==> src/rtl/dlu_pkg.sv <==
// ----------------------------------------------------------------------------
// dlu_pkg
// Shared types and constants for the dense LU linear solver.
// ----------------------------------------------------------------------------
package dlu_pkg;

   localparam int FRAC_BITS = 24;
   localparam int IDX_BITS  = 4;
   localparam int DIM_BITS  = 5;

   localparam logic [1:0] REQ_LOAD_MAT = 2'd0;
   localparam logic [1:0] REQ_LOAD_RHS = 2'd1;
   localparam logic [1:0] REQ_SOLVE    = 2'd2;

   localparam logic STATUS_OK       = 1'b0;
   localparam logic STATUS_SINGULAR = 1'b1;

   typedef enum logic [1:0] {
      PH_COL,
      PH_ROW,
      PH_FWD,
      PH_BWD
   } phase_type;

   typedef enum logic [3:0] {
      S_IDLE,
      S_ACC_RD,
      S_ACC_GET,
      S_A_RD,
      S_A_GET,
      S_B_GET,
      S_MAC_GO,
      S_MAC_WAIT,
      S_FIN,
      S_DIAG,
      S_DIV_GO,
      S_DIV_WAIT,
      S_OUT_RD,
      S_OUT_GET,
      S_OUT_WAIT,
      S_SING
   } solver_state_type;

   typedef enum logic {
      ARITH_MULSUB,
      ARITH_DIV
   } arith_op_type;

   typedef struct packed {
      logic         start;
      arith_op_type op;
   } arith_cmd_type;

   typedef enum logic [2:0] {
      A_IDLE,
      A_MUL,
      A_MSAT,
      A_MSUB,
      A_DIV,
      A_DSAT
   } arith_state_type;

endpackage

==> src/rtl/dlu_arith.sv <==
// ----------------------------------------------------------------------------
// dlu_arith
// Shared bit-serial unit: saturating acc - a*b, and saturating acc / b.
// ----------------------------------------------------------------------------
module dlu_arith import dlu_pkg::*; #(
   parameter int VALUE_BITS = 48
) (
   input  logic                         clock,
   input  logic                         reset,
   input  arith_cmd_type                cmd,
   input  logic signed [VALUE_BITS-1:0] acc,
   input  logic signed [VALUE_BITS-1:0] a,
   input  logic signed [VALUE_BITS-1:0] b,
   output logic                         done,
   output logic signed [VALUE_BITS-1:0] result
);

   localparam int VB = VALUE_BITS;
   localparam int PW = 2 * VB;
   localparam int DW = VB + FRAC_BITS;
   localparam int CW = $clog2(DW + 1);
   localparam logic [VB-1:0] VMAX = {1'b0, {(VB-1){1'b1}}};
   localparam logic [VB-1:0] VMIN = {1'b1, {(VB-1){1'b0}}};

   arith_state_type state_ff, state_in;
   logic [CW-1:0]   cnt_ff, cnt_in;
   logic            neg_ff, neg_in;
   logic [VB-1:0]   mcand_ff, mcand_in;
   logic [PW-1:0]   prod_ff, prod_in;
   logic [VB-1:0]   rem_ff, rem_in;
   logic [DW-1:0]   quo_ff, quo_in;
   logic [VB-1:0]   acc_ff, acc_in;
   logic [VB-1:0]   mul_ff, mul_in;
   logic [VB-1:0]   result_ff, result_in;
   logic            done_ff, done_in;

   logic [VB-1:0] acc_mag, a_mag, b_mag;
   logic [VB:0]   mul_sum;
   logic [PW-1:0] prod_shr;
   logic [VB:0]   div_shift;
   logic [VB+1:0] div_diff;
   logic          div_ge;
   logic [VB:0]   sub_diff;

   function automatic logic [VB-1:0] sat_mag(input logic neg, input logic big,
                                             input logic [VB-1:0] low);
      logic [VB-1:0] res;
      if (neg) begin
         res = big ? VMIN : (~low + 1'b1);
      end else begin
         res = big ? VMAX : low;
      end
      return res;
   endfunction

   assign acc_mag = acc[VB-1] ? (~acc + 1'b1) : acc;
   assign a_mag   = a[VB-1] ? (~a + 1'b1) : a;
   assign b_mag   = b[VB-1] ? (~b + 1'b1) : b;

   assign mul_sum   = {1'b0, prod_ff[PW-1:VB]} + {1'b0, mcand_ff};
   assign prod_shr  = prod_ff >> FRAC_BITS;
   assign div_shift = {rem_ff, quo_ff[DW-1]};
   assign div_diff  = {1'b0, div_shift} - {2'b00, mcand_ff};
   assign div_ge    = ~div_diff[VB+1];
   assign sub_diff  = {acc_ff[VB-1], acc_ff} - {mul_ff[VB-1], mul_ff};

   always_comb begin
      state_in = state_ff;
      unique case (state_ff)
         A_IDLE: begin
            if (cmd.start) begin
               state_in = (cmd.op == ARITH_DIV) ? A_DIV : A_MUL;
            end
         end
         A_MUL:  if (cnt_ff == CW'(VB - 1)) state_in = A_MSAT;
         A_MSAT: state_in = A_MSUB;
         A_MSUB: state_in = A_IDLE;
         A_DIV:  if (cnt_ff == CW'(DW - 1)) state_in = A_DSAT;
         A_DSAT: state_in = A_IDLE;
         default: state_in = A_IDLE;
      endcase
   end

   always_comb begin
      cnt_in    = cnt_ff + 1'b1;
      neg_in    = neg_ff;
      mcand_in  = mcand_ff;
      prod_in   = prod_ff;
      rem_in    = rem_ff;
      quo_in    = quo_ff;
      acc_in    = acc_ff;
      mul_in    = mul_ff;
      result_in = result_ff;
      done_in   = 1'b0;
      unique case (state_ff)
         A_IDLE: begin
            cnt_in = '0;
            if (cmd.start) begin
               if (cmd.op == ARITH_DIV) begin
                  neg_in   = acc[VB-1] ^ b[VB-1];
                  mcand_in = b_mag;
                  rem_in   = '0;
                  quo_in   = {acc_mag, {FRAC_BITS{1'b0}}};
               end else begin
                  neg_in   = a[VB-1] ^ b[VB-1];
                  mcand_in = a_mag;
                  prod_in  = {{VB{1'b0}}, b_mag};
                  acc_in   = acc;
               end
            end
         end
         A_MUL: begin
            prod_in = prod_ff[0] ? {mul_sum, prod_ff[VB-1:1]} : {1'b0, prod_ff[PW-1:1]};
         end
         A_MSAT: begin
            mul_in = sat_mag(neg_ff, |prod_shr[PW-1:VB-1], prod_shr[VB-1:0]);
         end
         A_MSUB: begin
            if (sub_diff[VB] != sub_diff[VB-1]) begin
               result_in = sub_diff[VB] ? VMIN : VMAX;
            end else begin
               result_in = sub_diff[VB-1:0];
            end
            done_in = 1'b1;
         end
         A_DIV: begin
            rem_in = div_ge ? div_diff[VB-1:0] : div_shift[VB-1:0];
            quo_in = {quo_ff[DW-2:0], div_ge};
         end
         A_DSAT: begin
            result_in = sat_mag(neg_ff, |quo_ff[DW-1:VB-1], quo_ff[VB-1:0]);
            done_in   = 1'b1;
         end
         default: begin
            done_in = 1'b0;
         end
      endcase
   end

   always_ff @(posedge clock) begin
      if (reset) begin
         state_ff <= A_IDLE;
         done_ff  <= 1'b0;
      end else begin
         state_ff <= state_in;
         done_ff  <= done_in;
      end
      cnt_ff    <= cnt_in;
      neg_ff    <= neg_in;
      mcand_ff  <= mcand_in;
      prod_ff   <= prod_in;
      rem_ff    <= rem_in;
      quo_ff    <= quo_in;
      acc_ff    <= acc_in;
      mul_ff    <= mul_in;
      result_ff <= result_in;
   end

   assign done   = done_ff;
   assign result = result_ff;

endmodule

==> config.mk <==
export PLATFORM = sky130hd
export DESIGN_NAME = dlu_arith
export DESIGN_NICKNAME = d
export VERILOG_FILES = /design/src/rtl/dlu_pkg.sv /design/src/rtl/dlu_arith.sv
export SDC_FILE = /design/constraint.sdc
export NUM_CORES = 1
export LEC_CHECK = 0
export ABC_CLOCK_PERIOD_IN_PS = 14600
export CAP_MARGIN = 20
export CORE_ASPECT_RATIO = 1.25
export CORE_UTILIZATION = 45
export DETAILED_ROUTE_END_ITERATION = 10
export DONT_BUFFER_PORTS = 1
export PLACE_DENSITY_LB_ADDON = 0.12
export SYNTH_ARGS = -nofsm -noshare
export SYNTH_HDL_FRONTEND = slang
export SYNTH_SLANG_ARGS = --single-unit
==> constraint.sdc <==
create_clock -name clock -period 14.6 [get_ports clock]
set_input_delay 2.92 -clock clock [delete_from_list [all_inputs] [get_ports clock]]
set_output_delay 2.92 -clock clock [all_outputs]
set_load 0.02 [all_outputs]
[Word level (Yosys, flattened, before mapping)]
Index checks and enable logic that the tools add are counted.
Storage, ports and cells
  register bits after elaboration: 420
  output and inout bits: 49
  word-level logic and storage cells: 85
Operators by class
  $add $sub $neg: 9
  eq/ne operators: 13
  mux-type cells: 31
  bitwise gates (word level): 9
  reduce and logical (&&, ||, !) cells: 12
Operators with widths (number)
  48-bit 2-to-1 mux: 15
  96-bit 2-to-1 mux: 3
  48-bit by 1-bit adder with 48-bit output, second input constant: 5
  48-bit NOT: 5
  48-bit one-hot mux with 2 select lines: 2
  96-bit one-hot mux with 2 select lines: 1
  72-bit 2-to-1 mux: 2
  72-bit one-hot mux with 2 select lines: 1
  25-bit OR reduction: 2
  49-bit by 48-bit subtractor with 50-bit output: 1
  48-bit by 48-bit adder with 49-bit output: 1
  48-bit by 48-bit subtractor with 49-bit output: 1
  3-bit 2-to-1 mux: 4
  3-bit one-hot mux with 4 select lines: 1
  3-bit AND reduction: 4
  2-bit inequality test, second input constant: 5
  7-bit by 1-bit adder with 7-bit output, second input constant: 1
  7-bit by 6-bit equality test with 1-bit output, second input constant: 1
  7-bit equality test, second input constant: 1
  3-bit by 2-bit equality test with 1-bit output, second input constant: 2
  3-bit equality test, second input constant: 2
  2-bit nonzero test: 3
  3-bit by 1-bit equality test with 1-bit output, second input constant: 1
  3-bit logical NOT: 1
  other kinds (6): 9

[Longest topological paths before layout]
  depth after elaboration: 6
  depth in mapped cells: 15
  gate-level depth less buffers: 13

[Worst setup path before layout]
Ideal clock, no wire load.
  kind: in2reg
  from: input port cmd[0] (netlist bit)
  to: register quo_ff[0] (enable)
  library setup time: 0.746 ns
  data arrival time: 11.434 ns
  path slack: 2.420 ns
  stages: 3
  buffers on the path: 1
  path through: clkbuf_1 -> a21oi_1 -> nor3_1
Between the ends
  word-level cells in the longest chain between the ends: 2
RTL lines
  from (decl): line dlu_arith.sv:10  | input arith_cmd_type cmd,
  2-bit inequality test (no source line)
  3-bit AND reduction (no source line)
  to (signal assigned): line dlu_arith.sv:153  | quo_ff <= quo_in;
  to (decl): line dlu_arith.sv:31  | logic [DW-1:0] quo_ff, quo_in;
Every way passes these cells.
A chain may end at the register's enable or synchronous reset.

[Worst setup path after layout]
  from: input port acc[8]
  to: register quo_ff[63] (data pin)
Between the ends
  word-level cells in the longest chain between the ends: 6
RTL lines
  from (decl): line dlu_arith.sv:11  | input logic signed [VALUE_BITS-1:0] acc,
  48-bit NOT: line dlu_arith.sv:56  | assign acc_mag = acc[VB-1] ? (~acc + 1'b1) : acc;
  48-bit by 1-bit adder with 48-bit output: line dlu_arith.sv:56
  48-bit 2-to-1 mux: line dlu_arith.sv:56
  72-bit 2-to-1 mux: line dlu_arith.sv:99  | if (cmd.op == ARITH_DIV) begin
  72-bit 2-to-1 mux: line dlu_arith.sv:98  | if (cmd.start) begin
  72-bit one-hot mux with 2 select lines: line dlu_arith.sv:95  | unique case (state_ff)
  named net quo_in[63]: line dlu_arith.sv:31
The timed path passes the listed nets, and every way through them passes these cells. The select of a mux whose other input is x is not followed.

==> flow_summary.ini <==
[setup_path]
timing.rr.end = result[45]
crit_path_start_kind = input port
reg2reg_setup_slack_ps = 10000
r2r_start = acc_ff[20]
required_ps = 14930
r2r_cells = 12
cp_max_fo = 5
cp.arrival_ps = 6350
criticalPathCategory = in -> reg
startpoint = acc[8]
end_kind = register

[logic_synthesis]
yosysTopAreaCellShare_pct = 40.0
synthCells = 3416
syn_area_per_cell_um2 = 8.99
synth_area_um2 = 30700
ys.flop_type = edfxtp_1
yosysUniqueCellTypes = 82
synth_largest_area_cell = edfxtp_1
synth_edf_count = 409
synth.yosys.seq_area_share_pct = 40.7
synth.ff_latch_count = 420
post-synth-top-count-cell = edfxtp_1
synth_fp_nets = 3717
yosys-top-cells-area = edfxtp_1 (40%), ha_1 (6.1%), a21oi_1 (5.3%), o21ai_0 (4.5%), xor2_1 (4.4%)
async_flop_share_pct = 0
yosysWarnings = 0
synth_common_cells = edfxtp_1 (409), nand2_1 (332), a21oi_1 (325), nor2_1 (282), o21ai_0 (279)

[run_status]
status = finished clean

[die]
start_util_pct = 45.7
num_io_pins = 197
coreArea_um2 = 67200
die_width_um = 236
rows = 106
die_h_um = 294
dieArea_um2 = 69300

[place]
dp_hpwl_um = 73300
gp_congestion = 0.972
place_area_um2 = 31400
io_buffers = 0

[routing]
vias_per_cell = 6.24
highest_layer = met4
route.met2.wl_um = 47900
drc = 0
dr.first_iter.drc_count = 2024
drtPass1Iterations = 6
wl_met1_um = 38700
wl_per_cell_um = 23.2
wirelength_um = 97900
antenna_left = 0
wl_met3_um = 5060
vias = 26300

[clock_network]
ctsHoldBuffers = 0
post_cts.repair.setup_buffers = 0
cts_tree = yes
worstSkewPairLatency_ps = 620
root_buffer = clkbuf_16
cts_sinks = 420
path_clk_slew_ps = 60
cts-buffers-inserted = 47
clockBufferDepth = 3
htree_levels = 2
cts_resized = 0

[sta]
fmax_ghz = 0.166
hold_violations = 0
max_slew_margin_pct = 31.6
period_needed_ps = 6020
rsz0062_at_grt = false
finalCritPeriodShare_pct = 41.2
fin_tns_setup_ps = 0
worst_pin_slew_ps = 1030
slew_violations = 0
fin_worst_skew_ps = 41.5
setup_viol = 0

[grt]
grt_max_degree = 86
grt_overflow_total = 0
antenna_found_initial = 1
grt_pass1_wl_um = 149000
grtUsageTotal_pct = 27.7
grt_pass1_vias = 25400

[hold_path]
hold_path.startpoint = cnt_ff[0]
hold_end = cnt_ff[0]
hold_path_class = reg -> reg
worstHoldPathCells = 1

[power]
power_density_nw_per_um2 = 116
p_leak_nw = 12.4
ir_worst_vdd_mv = 0.0895

[cells_and_area]
seqCellArea_um2 = 12500
multi_input_comb_area_um2 = 17000
fin_area_um2 = 33200
area_growth_pct = 8.16
nets = 3616
fillers = 6334
post_route_cells_drive_above_1_share_pct = 4.92

[job]
drv_cap = 0
-- where the power goes --
group	total, mW	internal [mW]	switching, mW
Combinational	0.900	0.339	0.562
Sequential	1.56	1.46	0.107
Clock	1.40	0.867	0.533
Total	3.86	2.66	1.20
-- registers in the layout (all words and copies together) (netlist names) --
| name | count |
|---|---|
| acc_ff | 48 |
| cnt_ff | 7 |
| done | 1 |
| mcand_ff | 48 |
| mul_ff | 48 |
| neg_ff | 1 |
| prod_ff | 96 |
| quo_ff | 72 |
| rem_ff | 48 |
| result | 48 |
| state_ff | 3 |
-- final cells by class --
type                       instances  area share (%)
inverter                         163            1.84
clock inverter                    30            1.63
tap                              864            3.26
multi-input combinational       2652            51.1
antenna                            2          0.0151
timing repair buffer              31           0.701
clock buffer                      57            3.81
sequential                       420            37.6
-- metrics by stage --
step,hold slack (ps),setup WS [ps],total power [mW],utilization (%),cells
global placement,422,7980,2.46,46.7,4130
floorplan,413,2420,2.22,-,3416
detailed placement,429,7970,2.47,46.7,4130
global route,488,8460,4.03,49.4,4217
CTS,447,8590,3.88,49.4,4217
finish,452,8580,3.86,49.4,4219
-- routing by layer --
layer  track usage (%)  up-vias
li1                  -    12500
met1              32.5    12700
met3              3.62      244
met5                 0        -
met2              48.6      902
met4              16.4        0
-- critical path: stages --
cell and delay [ps]:
or4_1 560, nand4bb_1 430, or3b_1 580, or3_1 450, or3_1 410, or3_1 410
o41ai_1 330, xor2_1 180, a21oi_1 80
-- cell families after synthesis --
logic type / after synthesis / synth area share, %
adder cells (fa/ha/maj): 154 / 6.34
AO/OA/AOI/OAI: 1053 / 21.3
buffers and inverters: 344 / 4.23
AND/OR/NAND/NOR: 1105 / 17.5
multiplexers: 35 / 1.15
XOR/XNOR: 305 / 8.70
flip-flops: 420 / 40.7
-- worst max path at each step --
stage                 end  slack (ps)  cells after the start
3_3_place_gp   quo_ff[63]        7980                      9
4_1_cts        quo_ff[63]        8590                      9
5_1_grt        quo_ff[63]        8460                      9
2_1_floorplan   quo_ff[0]        2420                      3
3_5_place_dp   quo_ff[63]        7970                      9
6_report       quo_ff[63]        8580                      9
-- placed cells by master (no fill, tap or decap), types with 13 or more instances in the layout --
master,synthesis,layout
edfxtp_1,409,409
nand2_1,332,331
a21oi_1,325,325
nor2_1,282,281
o21ai_0,279,279
inv_1,162,162
xor2_1,155,155
xnor2_1,150,150
ha_1,150,150
nand3_1,76,76
a21o_1,74,74
nor3_1,74,72
o31ai_1,62,62
or3_1,52,52
clkbuf_16,0,48
and3_1,45,44
o22ai_1,40,40
nand4_1,39,39
nor4_1,37,37
or4_1,35,35
a211oi_1,34,33
mux2i_1,32,32
o41ai_1,32,32
buf_4,0,31
nor2b_1,29,27
o21a_1,26,26
o311ai_0,25,25
o21bai_1,22,22
nand2b_1,21,20
and2_1,22,19
a31oi_1,18,17
bufinv_16,0,14
a22oi_1,13,13
(Power assumes the default switching activity.)
