===== config.mk =====
export PLATFORM = sky130hd
export DESIGN_NAME = dlu_ram
export DESIGN_NICKNAME = d
export VERILOG_FILES = /design/src/rtl/dlu_ram.sv
export SDC_FILE = /design/constraint.sdc
export NUM_CORES = 1
export LEC_CHECK = 0
export ABC_AREA = 1
export ABC_CLOCK_PERIOD_IN_PS = 2700
export BUFFER_PORTS_ARGS = -buffer_cell sky130_fd_sc_hd__buf_4
export CORE_MARGIN = 5
export CORE_UTILIZATION = 30
export CTS_BUF_LIST = sky130_fd_sc_hd__clkbuf_16
export DETAILED_ROUTE_END_ITERATION = 10
export PLACE_DENSITY = 0.52
export SKIP_LAST_GASP = 1
export SYNTH_ARGS = -nofsm -noshare
export SYNTH_HDL_FRONTEND = slang
export SYNTH_SLANG_ARGS = --single-unit

===== constraint.sdc =====
create_clock -name clock -period 2.7 [get_ports clock]
set_input_delay 0.27 -clock clock [delete_from_list [all_inputs] [get_ports clock]]
set_output_delay 0.27 -clock clock [all_outputs]
set_load 0.03 [all_outputs]

===== src/rtl/dlu_ram.sv =====
// ----------------------------------------------------------------------------
// dlu_ram
// Generic single-write, single-read RAM with registered read data.
// ----------------------------------------------------------------------------
module dlu_ram #(
   parameter int WIDTH = 48,
   parameter int DEPTH = 16
) (
   input  logic                     clock,
   input  logic                     wr_en,
   input  logic [$clog2(DEPTH)-1:0] wr_addr,
   input  logic [WIDTH-1:0]         wr_data,
   input  logic [$clog2(DEPTH)-1:0] rd_addr,
   output logic [WIDTH-1:0]         rd_data
);

   logic [WIDTH-1:0] mem_ff [DEPTH];
   logic [WIDTH-1:0] rd_data_ff;

   always_ff @(posedge clock) begin
      if (wr_en) begin
         mem_ff[wr_addr] <= wr_data;
      end
      rd_data_ff <= mem_ff[rd_addr];
   end

   assign rd_data = rd_data_ff;

endmodule


After elaboration in Yosys (flattened, before gate mapping). Memories as Yosys holds them, arrays and structs flattened. A register that Yosys moved wholly into a read port is not among the register bits. Cells that the tools add are included. W data, S select, Z words.

Bits in registers: 0. Memory bits (writable): 768. Input port bits: 58. Output and inout bits: 48. Memories kept: 1.

Mux-type cells: 2.

Memories: mem_ff (words 16, bits a word 48, read ports 1, clocked after memory_dff 1, write ports 1, RTL line 17) `logic [WIDTH-1:0] mem_ff [DEPTH];`.

Operator list (count): $mux W1 (2).

Depth between registers and ports, before layout. Gate-level depths: netlist of the first run.

Word-level depth: 2. Depth in mapped cells: 10. Depth with buffers taken out: 7.

Worst setup path after synthesis of the first run. No wires, ideal clock.

Path kind: input -> register. From: input wr_addr[2]. To: memory mem_ff[10][0] (enable). Library setup time: 0.454 ns. Arrival time: 2.502 ns. Data required time: 2.246 ns. Setup slack: -0.256 ns. Stages on the path: 2. Path buffers: 0. Cell sequence: nand3b_1 > nor2_1.

RTL lines: start, declared (RTL line 11) `input logic [$clog2(DEPTH)-1:0] wr_addr,`; end, declared (RTL line 17).

Straight into the memory's write port.

Final worst setup path of the first run.
From: register rd_data_ff[3] (netlist: rd_data[3]), read port of mem_ff. To: output rd_data[3].

RTL lines: start, declared (RTL line 18) `logic [WIDTH-1:0] rd_data_ff;`; end, declared (RTL line 14) `output logic [WIDTH-1:0] rd_data`.

No word-level cell between the ends.

==> flow_summary.ini, run 1 <==
[worst_setup_path]
critPathSlowestCell = dfxtp_1
worst-setup-path-type = flip-flop to output pin
required_ps = 2430
cp_slowest_stage_delay_ps = 450
end_kind = output pin
critPathArrivalTime_ps = 1280
path_buf_inv = 1
rr_startpoint = mem_ff[5][27]$_DFFE_PP_
cp_top_family = flip-flops
cp_max_fo = 1
regToRegEndpoint = rd_data[27]$_DFF_P_
critPathLaunchType = flip-flop
r2r_setup_slack_ps = 1620
rr_worst_depth = 6
path_depth = 1
path_cells = buf_4

[pwr]
power_density_nw_per_um2 = 677
total_power_mw = 26.8
ir_drop_mv = 0.370
p_leak_nw = 16.6

[routing]
wl_per_cell_um = 17.9
drt-initial-drc-count = 1715
vias = 21500
drt_wl_total_mm = 87.1
postRouteAntennaNets = 0
viasPerCell = 4.42
firstDrtPassIters = 5
drc = 0

[sta]
min_period_ps = 1550
tightest_slew_ps = 894
maxSlewHeadroom_pct = 40.4
fin_worst_skew_ps = 28.8
layout_worst_path_cycle_share_pct = 57.5
hold_viol = 0
hold_ws_ps = 74.5
setup-violations-final = 0
finalMaxSlewViolations = 0
rsz0062_at_grt = false
fmax_mhz = 644

[outcome]
outcome = finished, final reports clean

[hold_path]
holdPathEnd = rd_data[18]$_DFF_P_
holdPathStages = 3
hold_class = input pin to flip-flop
hp-start = rd_addr[3]

[layout]
fin_nets = 3355
mostFrequentLayoutCell = nand2_1
instances_no_fill = 4866
final_util_pct = 35.2
drive_gt1_share_pct = 8.32
area_growth_pct = 16.6
final_cell_mix = 1013 x nand2_1, 768 x edfxtp_1, 603 x inv_1, 577 x nand3_1, 120 x buf_4

[synth]
synth_area_per_cell_sq_um = 10.7
ys_seq_area_share_pct = 70.7
synth_nets = 3223
synthesis.area_sq_um = 34000
synth_cells = 3165
ys_ff_latch = 816
ys_warn_count = 0
yosysUniqueCellTypes = 15

[placement]
placedCellCount = 4665
routabilityCongestion = 0.713
hpwlAfterDp_mm = 42.7
portBuffers = 105

[clocking]
cts_tree = done
clock_latency_ps = 630
cts_buffer_depth = 3
clk_pin_slew_ps = 60
root_buffer = clkbuf_16
post_cts_resized = 0
holdBufCountCts = 48
htreeDepth = 3
cts_made_buffers = 82
post-cts-setup-buffers = 0
cts.sinks = 816

[floorplanning]
fp.dieW_um = 347
num_rows = 123
fp.dieH_um = 347
design.die.area_sq_um = 120000
core_sq_um = 112000
initial_utilization_pct = 30.2
io_pins = 106

[global_routing]
overflow = 0
antenna_found_initial = 4
grt_pass1_vias = 20400
grt_pass1_wl_mm = 131
grt_start_max_net_pins = 164
track_usage_pct = 14.2

[run]
drv_cap = 0
state kept, by name, indices dropped and copies added (netlist names):
name,flops
rd_data,48
mem_ff,768
kinds of logic (layout without fill, tap and decap cells):
group                  count (synthesis)  after routing  synth area share, %
buffers and inverters                740            940                 9.41
DFF                                  816            816                 70.7
and+or+nand+nor                     1609           1609                 19.9
other                                  0              1                    0
area by class of cell:
class / count / area, sq um
antenna: 1 / 2.50
clock buffer: 87 / 2180
clock inverter: 65 / 320
fill: 11000 / 72900
inverter: 582 / 2210
multi-input combinational: 1609 / 6890
sequential: 816 / 24000
tap: 1500 / 1880
timing repair buffer: 206 / 2130
per-stage QoR:
| stage | TNS (ps) | setup slack [ps] | area [sq um] |
|---|---|---|---|
| after global routing | 0 | 1030 | 39600 |
| after global placement | 0 | 744 | 36600 |
| after detailed placement | 0 | 762 | 36600 |
| after floorplan | -122630 | -256 | 34000 |
| after CTS | 0 | 1070 | 39600 |
| final | 0 | 1150 | 39600 |
synthesized netlist by cell type (all sizes together):
cell type	instances	area share [%]
buf	133	2.7
edfxtp	768	68
nand2	1013	11
inv	582	6.4
clkbuf	25	0.28
nand3b	2	0.044
nor2	17	0.19
nand3	577	8.5
dfxtp	48	2.8
report_power, final:
group | total (mW) | internal, mW | switching, mW
Combinational | 1.93 | 0.595 | 1.33
Clock | 10.7 | 5.98 | 4.68
Sequential | 14.3 | 14.2 | 0.106
Total | 26.8 | 20.7 | 6.12
per-layer routing:
layer	vias to the layer above	routed length, um	share of wire [%]	GRT usage (%)
met5	-	27	0.031	0
met4	4	1830	2.1	4.04
met3	108	3790	4.4	1.97
met2	455	41100	47	23.1
met1	10500	40400	46	19.9
li1	10500	-	-	-
worst min-delay path, cell delays in order:
cell and delay, ps:
buf_4 200, nand3_1 120, nand2_1 50
how the worst max path moves through the flow:
| stage | startpoint | end | slack (ps) |
|---|---|---|---|
| floorplan | wr_addr[2] | mem_ff[10][0]$_DFFE_PP_ | -260 |
| global placement | wr_addr[2] | mem_ff[0][36]$_DFFE_PP_ | 740 |
| detailed placement | wr_addr[2] | mem_ff[0][33]$_DFFE_PP_ | 760 |
| CTS | rd_data[32]$_DFF_P_ | rd_data[32] | 1070 |
| global route | rd_data[3]$_DFF_P_ | rd_data[3] | 1030 |
| finish | rd_data[3]$_DFF_P_ | rd_data[3] | 1150 |
Power figures use the tool's default switching activity.
==> inputs of run 2 (changes only) <==
Settings changed: ABC_CLOCK_PERIOD_IN_PS 2700 to 1500, PLACE_DENSITY 0.52 to 0.5.
Clock period 2.7 ns to 1.5 ns, I/O delays scaled along.
==> flow_summary.ini, run 2 (synthesis results as in run 1) <==
[outcome]
outcome = finished, final reports clean

[floorplanning]
core_sq_um = 112000
fp.dieW_um = 347
num_rows = 123
design.die.area_sq_um = 120000
fp.dieH_um = 347
initial_utilization_pct = 30.2
io_pins = 106

[layout]
largest_register_ffs = 768
antenna_cells = 0
mostFrequentLayoutCell = nand2_1
area_growth_pct = 21.0
nFillCells = 10900
regMostFlops = mem_ff
final_cell_mix = 1008 x nand2_1, 768 x edfxtp_1, 601 x inv_1, 576 x nand3_1, 165 x buf_4
fin_nets = 3448
drive_gt1_share_pct = 11.5
multi_input_area_sq_um = 6940
regArea_sq_um = 24000

[worst_setup_path]
path_buf_inv = 1
worstSetupStartpoint = rd_data[20]$_DFF_P_
rr_startpoint = mem_ff[3][19]$_DFFE_PP_
worst-setup-path-type = flip-flop to output pin
critPathSlowestCell = dfxtp_2
cp_max_fo = 1
required_ps = 1350
cp_slowest_stage_delay_ps = 430
critPathArrivalTime_ps = 1270
end_kind = output pin
critPathLaunchType = flip-flop
cp_top_family = flip-flops
path_cells = buf_4

[global_routing]
use_met1_pct = 20.1
antenna_found_initial = 1
track_usage_pct = 14.5
grt_pass1_wl_mm = 134
grt_start_max_net_pins = 46
grt_pass1_vias = 21000
overflow = 0
grt_util_met3_pct = 2.06
busiest_layer = met2
use_met2_pct = 24.1

[routing]
wl_per_cell_um = 17.9
drc = 0
vias = 21600
postRouteAntennaNets = 0
firstDrtPassIters = 5
drt_wl_total_mm = 89.0
viasPerCell = 4.35
drt-initial-drc-count = 1428

[sta]
hold_viol = 0
tightest_slew_ps = 329
finalMaxSlewViolations = 0
min_period_ps = 1420
rsz0062_at_grt = false
fin_ws_ps = 83.9
setup-violations-final = 0
fmax_mhz = 706
fin_setup_tns_ps = 0
fin_worst_skew_ps = 30.1
maxSlewHeadroom_pct = 78.0
layout_worst_path_cycle_share_pct = 94.4

[clocking]
htreeDepth = 3
clock_latency_ps = 660
cts_tree = done
post-cts-setup-buffers = 0
cts.sinks = 816
clk_pin_slew_ps = 60
cts_buffer_depth = 3
cts_made_buffers = 91
root_buffer = clkbuf_16

[hold_path]
hold_class = input pin to flip-flop
hp-start = rd_addr[3]

[placement]
hpwlAfterDp_mm = 51.6
pre_cts_slack_ps = 100
portBuffers = 105
routabilityCongestion = 0.735

[pwr]
power_density_nw_per_um2 = 1230
p_leak_nw = 17.3
ir_drop_mv = 0.865

[run]
drv_cap = 0
==> run 2: cell count changes in the layout (fill, tap and decap cells not counted), moves of 2 or more <==
cell and change:
inv_1 -2, clkbuf_16 +5, nand2_4 +4, nand2_1 -5, buf_12 +39, dfxtp_2 +6
clkinvlp_4 +5, buf_4 +45, clkinv_2 +4, clkinv_4 +2, bufinv_16 +3, dfxtp_1 -6
clkinv_1 -3
==> run 2: repair_timing <==
item | in CTS | in global routing
hold buffers | 48 | 0
gates resized for setup | 6 | 0
endpoints found under the setup margin | 6 | 0
endpoints found under the hold margin | 768 | 0
==> run 2: where the power goes <==
part / internal [mW] / switching [mW]
registers: 25.5 / 0.192
clock network: 12.0 / 9.00
logic: 1.32 / 2.49
total: 38.8 / 11.7
==> run 2: layout make-up <==
class	instances	area share, %
flip-flops and latches	816	58.4
multi-input cells	1609	16.9
repair buffers	290	7.90
clock buffers	92	5.60
inverters	582	5.39
well taps	1500	4.56
clock inverters	76	1.21
==> run 2: per-stage QoR <==
step / hold WS (ps) / instance area [sq um] / total power, mW / utilization, % / cells
3_3_place_gp: 455 / 37800 / 29.9 / 33.6 / 4749
4_1_cts: 7.10 / 41100 / 51.1 / 36.5 / 4965
2_1_floorplan: 249 / 34200 / 28.1 / - / 3165
3_5_place_dp: 455 / 37800 / 29.9 / 33.6 / 4749
5_1_grt: 41.8 / 41100 / 52.4 / 36.5 / 4965
6_report: 62.5 / 41100 / 50.5 / 36.5 / 4965
==> run 2: worst paths after layout <==
check        cells after the start                  end  slack [ps]
max reg2reg                      6  rd_data[19]$_DFF_P_         440
min reg2reg                      6  rd_data[12]$_DFF_P_         640
min                              4  rd_data[41]$_DFF_P_          60
max                              1          rd_data[20]          80
==> run 2: worst reg2reg max path, delay by kind of cell (launching register included) <==
kind	cells	cell delay, ps
DFF	1	370
buffers and inverters	1	60
and+or+nand+nor	5	470
==> run 2: layer usage <==
metal / wire [um] / part of all wire (%)
met1: 41700 / 47
met2: 42300 / 47
met3: 3100 / 3.5
met4: 1950 / 2.2
met5: 13 / 0.015
==> inputs of run 3 (changes only) <==
==> constraint.sdc (replaced) <==
create_clock -name clock -period 1.5 [get_ports clock]
set_input_delay 0.3 -clock clock [delete_from_list [all_inputs] [get_ports clock]]
set_output_delay 0.3 -clock clock [all_outputs]
set_load 0.03 [all_outputs]
==> flow_summary.ini, run 3 (synthesis results as in run 1) <==
[pwr]
clock_power_share_pct = 41.4
comb_power_share_pct = 7.9
p_int_mw = 39.1
p_leak_nw = 17.6
power_frac_seq_pct = 50.7
ir_drop_mv = 0.891
total_power_mw = 50.8
switchingPower_mw = 11.7
swShare_pct = 23.0
power_density_nw_per_um2 = 1220

[layout]
final_cell_mix = 1008 x nand2_1, 768 x edfxtp_1, 606 x inv_1, 576 x nand3_1, 151 x buf_4
area_growth_pct = 22.7
regMostFlops = mem_ff
mostFrequentLayoutCell = nand2_1
fin_nets = 3476
drive_gt1_share_pct = 12.8
design_area_sq_um = 41700
final_util_pct = 37.1
largest_register_ffs = 768

[global_routing]
grt_pass1_vias = 21500
antenna_found_initial = 1
grt_pass1_wl_mm = 138
track_usage_pct = 14.9
grt_start_max_net_pins = 46
overflow = 0

[routing]
postRouteAntennaNets = 0
viasPerCell = 4.38
drt-initial-drc-count = 1487
drc = 0
drt_wl_total_mm = 90.2
wl_per_cell_um = 18.1
vias = 21900
firstDrtPassIters = 5

[worst_setup_path]
required_ps = 1200
critPathLaunchType = flip-flop
cp_max_fo = 1
cp_top_family = flip-flops
path_buf_inv = 1
end_kind = output pin
critPathSlowestCell = dfxtp_4
cp_slowest_stage_delay_ps = 390
critPathArrivalTime_ps = 1170
worst-setup-path-type = flip-flop to output pin
path_cells = buf_6

[floorplanning]
core_sq_um = 112000
fp.dieW_um = 347
num_rows = 123
design.die.area_sq_um = 120000
fp.dieH_um = 347
initial_utilization_pct = 30.2
io_pins = 106

[clocking]
clock_latency_ps = 650
cts_tree = done
root_buffer = clkbuf_16
cts.sinks = 816
cts_buffer_depth = 3
htreeDepth = 3
clk_pin_slew_ps = 60
cts_made_buffers = 90

[sta]
fin_worst_skew_ps = 19.7
layout_worst_path_cycle_share_pct = 98.3
maxSlewHeadroom_pct = 74.2
rsz0062_at_grt = true
min_period_ps = 1470
setup-violations-final = 0
hold_ws_ps = 40.0
tightest_slew_ps = 388
fmax_mhz = 678
hold_viol = 0
finalMaxSlewViolations = 0

[placement]
routabilityCongestion = 0.765
placedInstanceArea_sq_um = 38300
portBuffers = 105
hpwlAfterDp_mm = 55.7

[run]
drv_cap = 0

[hold_path]
hold_class = input pin to flip-flop

[outcome]
outcome = finished, final reports clean
==> run 3: final cells by class <==
type / count / area, sq um
well taps: 1500 / 1880
diodes: 1 / 2.50
repair buffers: 319 / 3770
clock buffers: 92 / 2300
inverters: 582 / 2220
flip-flops and latches: 816 / 24100
multi-input cells: 1609 / 6940
clock inverters: 73 / 504
fillers: 10900 / 70800
==> run 3: power groups by stage <==
stage | registers (mW) | clock network (mW) | logic [mW]
6_report | 25.7 | 21.0 | 4.01
5_1_grt | 25.8 | 22.6 | 4.42
2_1_floorplan | 26.4 | 0 | 1.75
3_3_place_gp | 26.2 | 0 | 3.93
4_1_cts | 25.7 | 21.6 | 4.10
3_5_place_dp | 26.2 | 0 | 3.93
==> run 3: routing by layer <==
metal	GRT usage (%)	up-vias	routed length, um
li1	-	10800	-
met1	20.3	10600	40700
met2	24.9	455	43500
met3	2.15	116	3840
met4	4.28	0	2160
met5	0	-	0
==> run 3: path summary, 6_finish.rpt <==
| check | cells after the start | end | start | slack [ps] |
|---|---|---|---|---|
| max | 1 | rd_data[31] | rd_data[31]$_DFF_P_ | 30 |
| min | 1 | mem_ff[11][24]$_DFFE_PP_ | wr_data[24] | 40 |
| max reg2reg | 6 | rd_data[22]$_DFF_P_ | mem_ff[9][22]$_DFFE_PP_ | 430 |
| min reg2reg | 6 | rd_data[7]$_DFF_P_ | mem_ff[4][7]$_DFFE_PP_ | 660 |
==> run 3: metrics by stage <==
stage / TNS (ps) / std cells / setup slack (ps)
finish: 0 / 4992 / 25.4
global route: -21.8 / 4992 / -21.8
CTS: -109 / 4991 / -34.6
detailed placement: -4750 / 4780 / -111
global placement: -3940 / 4780 / -139
floorplan: -193790 / 3165 / -373
==> run 3: timing repair <==
| item | 4_1_cts | 5_1_grt |
|---|---|---|
| endpoints found under the hold margin | 669 | 0 |
| hold buffers | 46 | 0 |
| resized for setup | 73 | 0 |
| endpoints found under the setup margin | 29 | 1 |
| buffers inserted | 0 | 0 |
